## config.mk

```make
export PLATFORM = sky130hd
export DESIGN_NAME = buzzer_beep_sequencer
export DESIGN_NICKNAME = d
export VERILOG_FILES = /design/src/design/bbs_pkg.sv /design/src/design/buzzer_beep_sequencer.sv /design/src/design/bbs_step.sv
export SDC_FILE = /design/constraint.sdc
export NUM_CORES = 1
export LEC_CHECK = 0
export BUFFER_PORTS_ARGS = -buffer_cell sky130_fd_sc_hd__buf_2
export CAP_MARGIN = 20
export CORE_UTILIZATION = 45
export DETAILED_ROUTE_END_ITERATION = 7
export PLACE_DENSITY_LB_ADDON = 0.1
export RECOVER_POWER = 25
export SETUP_SLACK_MARGIN = 0.3
export SYNTH_ARGS = -nofsm -noshare
export SYNTH_HDL_FRONTEND = slang
export SYNTH_HIERARCHICAL = 1
export SYNTH_SLANG_ARGS = --single-unit
```

## constraint.sdc

```tcl
create_clock -name clk -period 17 [get_ports clk]
set_clock_uncertainty 0.05 [all_clocks]
set_input_delay 5.1 -clock clk [delete_from_list [all_inputs] [get_ports clk]]
set_output_delay 5.1 -clock clk [all_outputs]
set_load 0.02 [all_outputs]
```

## src/design/bbs_pkg.sv

```systemverilog
package bbs_pkg;

  localparam int unsigned LEN_W   = 20;
  localparam int unsigned BOUND_W = 30;
  localparam int unsigned RATE_W  = 14;
  localparam int unsigned MS_W    = 16;
  localparam int unsigned NUM_W   = 8;
  localparam int unsigned PH_W    = 8;

  localparam logic [LEN_W-1:0]   LEN_MAX       = 20'hFFFFF;
  localparam logic [NUM_W-1:0]   SER_MAX_BEEPS = 8'd64;
  localparam logic [BOUND_W-1:0] MS_PER_S      = 30'd1000;
  localparam logic [BOUND_W-1:0] MS_ROUND      = 30'd999;

  localparam logic [RATE_W-1:0]  RATE_RESET    = 14'd5400;
  localparam logic [LEN_W-1:0]   SERIES_RESET  = 20'd540;
  // phase bound is length * 1000 + 999, so floor(bound / 1000) is the length
  localparam logic [BOUND_W-1:0] BOUND_RESET   = 30'd540999;

  typedef enum logic [1:0] {
    CMD_TICK   = 2'd0,
    CMD_SINGLE = 2'd1,
    CMD_SERIES = 2'd2
  } cmd_t;

  typedef enum logic {
    REG_SINGLE_RATE  = 1'b0,
    REG_SERIES_TICKS = 1'b1
  } reg_idx_t;

  typedef struct packed {
    logic [PH_W-1:0]    phases_left;
    logic [LEN_W-1:0]   tick_counter;
    logic [BOUND_W-1:0] phase_bound;
    logic               running;
    logic               pin_level;
  } bbs_state_t;

endpackage

```

## src/design/buzzer_beep_sequencer.sv

```systemverilog
// channel   dir  payload
// s_axis    in   tuser: command[1:0]; tdata: length_ms[15:0], beep_number[23:16]
// m_axis    out  tdata: tone_out[0], active[1], zero[7:2]
// cfg       in   cfg_index 0 single_beep_rate, 1 series_phase_ticks
//
// One word per cycle while the output is not stalled; the result is registered
// and appears in the cycle after the word is taken. The rate multiply and the
// phase-end compare sit between the input port and the state register, which drives the output word directly.
// Input is taken whenever the output register is empty or drained that cycle.
// Reset clears the state, sets the phase bound to its default and restores the register defaults.
module buzzer_beep_sequencer import bbs_pkg::*; (
  input  logic              clk,
  input  logic              rst,
  input  logic              s_axis_tvalid,
  output logic              s_axis_tready,
  input  logic [23:0]       s_axis_tdata,   // length_ms[15:0], beep_number[23:16]
  input  logic [1:0]        s_axis_tuser,   // command[1:0]
  output logic              m_axis_tvalid,
  input  logic              m_axis_tready,
  output logic [7:0]        m_axis_tdata,   // tone_out[0], active[1], zero[7:2]
  input  logic              cfg_we,
  input  logic              cfg_index,
  input  logic [LEN_W-1:0]  cfg_data
);

  logic [RATE_W-1:0] single_beep_rate;
  logic [LEN_W-1:0]  series_phase_ticks;
  bbs_state_t        state;
  bbs_state_t        state_next;
  logic              take;

  assign s_axis_tready = !m_axis_tvalid || m_axis_tready;
  assign take          = s_axis_tvalid && s_axis_tready;

  bbs_step u_step (
    .cur                (state),
    .command            (s_axis_tuser),
    .length_ms          (s_axis_tdata[15:0]),
    .beep_number        (s_axis_tdata[23:16]),
    .single_beep_rate   (single_beep_rate),
    .series_phase_ticks (series_phase_ticks),
    .nxt                (state_next)
  );

  always_ff @(posedge clk) begin
    if (rst) begin
      single_beep_rate   <= RATE_RESET;
      series_phase_ticks <= SERIES_RESET;
    end else if (cfg_we) begin
      unique case (reg_idx_t'(cfg_index))
        REG_SINGLE_RATE:  single_beep_rate   <= cfg_data[RATE_W-1:0];
        REG_SERIES_TICKS: series_phase_ticks <= cfg_data;
        default:          single_beep_rate   <= single_beep_rate;
      endcase
    end
  end

  always_ff @(posedge clk) begin
    if (rst) begin
      state.phases_left  <= '0;
      state.tick_counter <= '0;
      state.phase_bound  <= BOUND_RESET;
      state.running      <= 1'b0;
      state.pin_level    <= 1'b0;
      m_axis_tvalid      <= 1'b0;
    end else begin
      if (take) begin
        state         <= state_next;
        m_axis_tvalid <= 1'b1;
      end else if (m_axis_tready) begin
        m_axis_tvalid <= 1'b0;
      end
    end
  end

  assign m_axis_tdata = {6'b0, state.running, state.pin_level};

endmodule

```

## src/design/bbs_step.sv

```systemverilog
module bbs_step import bbs_pkg::*; (
  input  bbs_state_t          cur,
  input  logic [1:0]          command,
  input  logic [MS_W-1:0]     length_ms,
  input  logic [NUM_W-1:0]    beep_number,
  input  logic [RATE_W-1:0]   single_beep_rate,
  input  logic [LEN_W-1:0]    series_phase_ticks,
  output bbs_state_t          nxt
);

  logic [BOUND_W-1:0] tick_scaled;
  logic               ends;
  logic               odd_phase;
  logic [PH_W-1:0]    ph_step;
  logic [LEN_W-1:0]   tc_step;
  logic [NUM_W-1:0]   n_sat;

  // tc >= floor(bound/1000), capped at LEN_MAX
  assign tick_scaled = (BOUND_W'(cur.tick_counter) + BOUND_W'(1)) * MS_PER_S;
  assign ends        = (tick_scaled > cur.phase_bound) || (cur.tick_counter == LEN_MAX);
  assign odd_phase   = cur.running && cur.phases_left[0];
  assign n_sat       = (beep_number > SER_MAX_BEEPS) ? SER_MAX_BEEPS : beep_number;

  always_comb begin
    if (ends) begin
      ph_step = (cur.phases_left != '0) ? cur.phases_left - PH_W'(1) : '0;
      tc_step = '0;
    end else begin
      ph_step = cur.phases_left;
      tc_step = cur.tick_counter + LEN_W'(1);
    end
  end

  always_comb begin
    nxt = cur;
    unique case (command)
      CMD_TICK: begin
        nxt.phases_left  = ph_step;
        nxt.tick_counter = tc_step;
        if (odd_phase) begin
          nxt.pin_level = ends ? cur.pin_level : ~cur.pin_level;
        end else begin
          nxt.pin_level = 1'b0;
          if (ph_step == '0) begin
            nxt.running      = 1'b0;
            nxt.tick_counter = '0;
          end
        end
      end
      CMD_SINGLE: begin
        nxt.phase_bound = BOUND_W'(single_beep_rate) * BOUND_W'(length_ms);
        nxt.phases_left = PH_W'(1);
        nxt.running     = 1'b1;
      end
      CMD_SERIES: begin
        nxt.phase_bound = BOUND_W'(series_phase_ticks) * MS_PER_S + MS_ROUND;
        nxt.phases_left = (n_sat == '0) ? '0 : {n_sat[PH_W-2:0], 1'b0} - PH_W'(1);
        nxt.running     = 1'b1;
      end
      default: begin
        nxt = cur;
      end
    endcase
  end

endmodule

```

==> summary.md <==
| Metric | Value |
|---|---|
| Ys flop type | dfxtp_1 |
| Clk_lat worst skew | 0.39 ns |
| Sw Ratio | 52.3% |
| Rows | 79 |
| Design Area, Final | 0.0220 sq mm |
| LEAKAGE | 10.4 nW |
| # nets final | 3081 |
| Clock power share | 9.7% |
| NetSw | 1.24 mW |
| Final hold violation count | 0 |
| Height of the chip | 219 um |
| I/O pins | 62 |
| Average cell area after synthesis | 8.36 sq um |
| Initial antenna violation count | 0 |
| Die Wd | 219 um |
| Slowest stage delay, CP | 0.59 ns |
| Synth top area share | 28.1% |
| Biggest area consumer among synthesized cells | fa_1 |
| Share of flip-flops with an asynchronous set or reset | 0% |
| Placed Area | 0.0217 sq mm |
| First-pass GRT wire length | 88200 um |
| Max cap viols | 0 |
| Setup violations, final | 0 |
| Most area-consuming cells after synthesis | fa_1 (28%), ha_1 (14%), dfxtp_1 (9.0%), inv_1 (7.4%), nand2_1 (5.0%) |
| Initial core utilization | 45.5% |
| GR Overflow Total | 0 |
| RSZ-0062 raised after global routing | no |
| Max Buffers Root-to-Sink | 2 |
| IO buf count | 55 |
| Hold Crit Start | state[16] |
| CTS tree | built |
| Postcts setup bufs | 0 |
| Max-slew headroom | 21.5% |
| CTS Hold Bufs | 0 |
| Startpoint Class | input port |
| Drt total wl | 51600 um |
| Clk sinks | 95 |
| Worst r2r src | state[32] |
| N_diodes | 0 |
| Metal1 wirelength | 24600 um |
| Pwr Density | 108 mW/mm^2 |
| Slowest CP cell | fa_1 |
| Most instantiated library cell after synthesis | inv_1 |
| Cell internal pwr | 1.14 mW |
| Maximum fanout along the worst path | 14 |
| Synth warnings | 6 |
| First-pass iteration count of the detailed router | 5 |
| Final period utilization | 66.4% |
| Logic pwr share | 79.1% |
| Post-Syn Area | 0.0211 sq mm |
| Crit. End Element | register |
| P&R area growth vs syn | 4.17% |
| Share of cells above drive strength 1 | 4.72% |
| # DRC | 0 |
| Worst Hold Class | reg2reg |
| Final setup TNS | 0 ns |
| Status | finished, final reports clean |
| Routed wire per std cell | 16.6 um |
| Peak VDD IR | 0.130 mV |
| Clock root buffer | clkbuf_16 |
| Launch point of the worst path | s_axis_tdata[5] |
| CTS clk-pin slew, worst paths | 0.08 ns |
| CP most frequent cell | fa_1 |
| Die area | 0.0478 sq mm |
| Post_cts resized | 0 |
| Post-route ant nets | 0 |
| Num CTS Buffers | 9 |
| Final min period | 11.29 ns |
| Gr usage total | 22.9% |
| CP Data Required Time | 17.26 ns |
| Layout fillers | 4619 |
| Vias | 16900 |
| Slew Limit Fails | 0 |
| Sequential cell area fraction in the yosys report | 9.00% |
| Post-synth EDFFs | 0 |
| Drt via density | 5.43 |
| Core area | 0.0465 sq mm |
| Synth Register Bits | 95 |
| Top post-synthesis cells by count | inv_1 (415), fa_1 (296), nand2_1 (283) |
| Worst setup path category | in2reg |
| Fmax | 88.6 MHz |
| Highest Signal Layer | met4 |
| Routability cong. | 0.921 |
| Reg power frac | 11.2% |
| Syn Inst Count | 2527 |
| Met2 WL | 24400 um |
| Htree depth | 3 |
| 1st-iter DRT viols | 957 |
| Worst-Margin Slew | 1.18 ns |
| Cell variety after synth | 90 |
| Met3 wire len | 2100 um |
| WP data arrival | 11.55 ns |
| Final core utilization | 47.4% |
| DP HPWL | 42100 um |
| Vias in the first global route | 17000 |
| Largest net degree at the start of global routing | 67 |
==> flip-flops by register name, indices dropped and copies added, names as in the netlist <==
signal and count:
m_axis_tdata 2, state 58, single_beep_rate 14, series_phase_ticks 20, m_axis_tvalid 1
==> worst paths after layout <==
| check | cells past startpoint | slack [ns] | end |
|---|---|---|---|
| setup / recovery | 25 | 5.71 | state[31] |
| hold / removal | 2 | 0.49 | state[16] |
| setup reg to reg | 33 | 6.72 | state[39] |
| hold reg to reg | 2 | 0.49 | state[16] |
==> power groups by stage <==
stage / registers (mW) / clock network (mW) / logic (mW)
finish: 0.266 / 0.231 / 1.88
global placement: 0.271 / 0 / 1.85
floorplan: 0.257 / 0 / 1.44
global route: 0.270 / 0.247 / 2.14
detailed placement: 0.272 / 0 / 1.87
CTS: 0.267 / 0.239 / 1.89
==> routing by layer <==
layer  vias to the layer above  GRT usage [%]
met3                        34           2.81
met1                      8337           32.6
met5                         -              0
met2                       325           37.5
li1                       8166              -
met4                         0           4.05
==> cells in the final DEF (no fill, tap or decap), types with 48 or more instances in the layout <==
| cell type | count |
|---|---|
| inv_1 | 415 |
| fa_1 | 296 |
| nand2_1 | 283 |
| ha_1 | 239 |
| a21oi_1 | 186 |
| nor2_1 | 103 |
| nand3_1 | 102 |
| xnor2_1 | 99 |
| and2_1 | 95 |
| dfxtp_1 | 95 |
| buf_2 | 52 |
| a21bo_1 | 49 |
| o21ai_0 | 48 |
==> stage by stage <==
stage	hold WS [ns]	power [mW]	setup WS (ns)	instances
after floorplan	0.434	1.70	5.79	2532
after detailed placement	0.471	2.14	5.36	3089
after CTS	0.489	2.39	5.74	3105
final	0.487	2.38	5.71	3105
after global placement	0.463	2.13	5.42	3089
after global routing	0.519	2.66	5.36	3105
==> kinds of logic after synthesis <==
group | after synthesis | synth area share, %
compound gates | 481 | 15.3
simple gates | 739 | 17.3
buf+inv | 531 | 10.1
xor+xnor | 126 | 5.22
flops | 95 | 9.00
fa+ha+maj | 540 | 42.5
other cells | 1 | 0.0178
mux | 14 | 0.675
==> area by class of cell <==
class,count,area (sq um),area share (%)
timing repair buffer,64,347,1.58
clock buffer,10,239,1.09
sequential,95,1900,8.64
tap,607,759,3.45
multi-input combinational,1906,17100,77.8
inverter,417,1570,7.11
clock inverter,6,75.1,0.341
==> worst max-delay path: cells and delay by family <==
| family | cells | cell delay, ns |
|---|---|---|
| adders and majority gates | 7 | 3.49 |
| AOI/OAI and AO/OA | 10 | 2.07 |
| buffers and inverters | 4 | 0.43 |
| and+or+nand+nor | 3 | 0.30 |
| xor gates and xnor gates | 1 | 0.16 |
No activity file was read; power rests on OpenSTA's default activity.
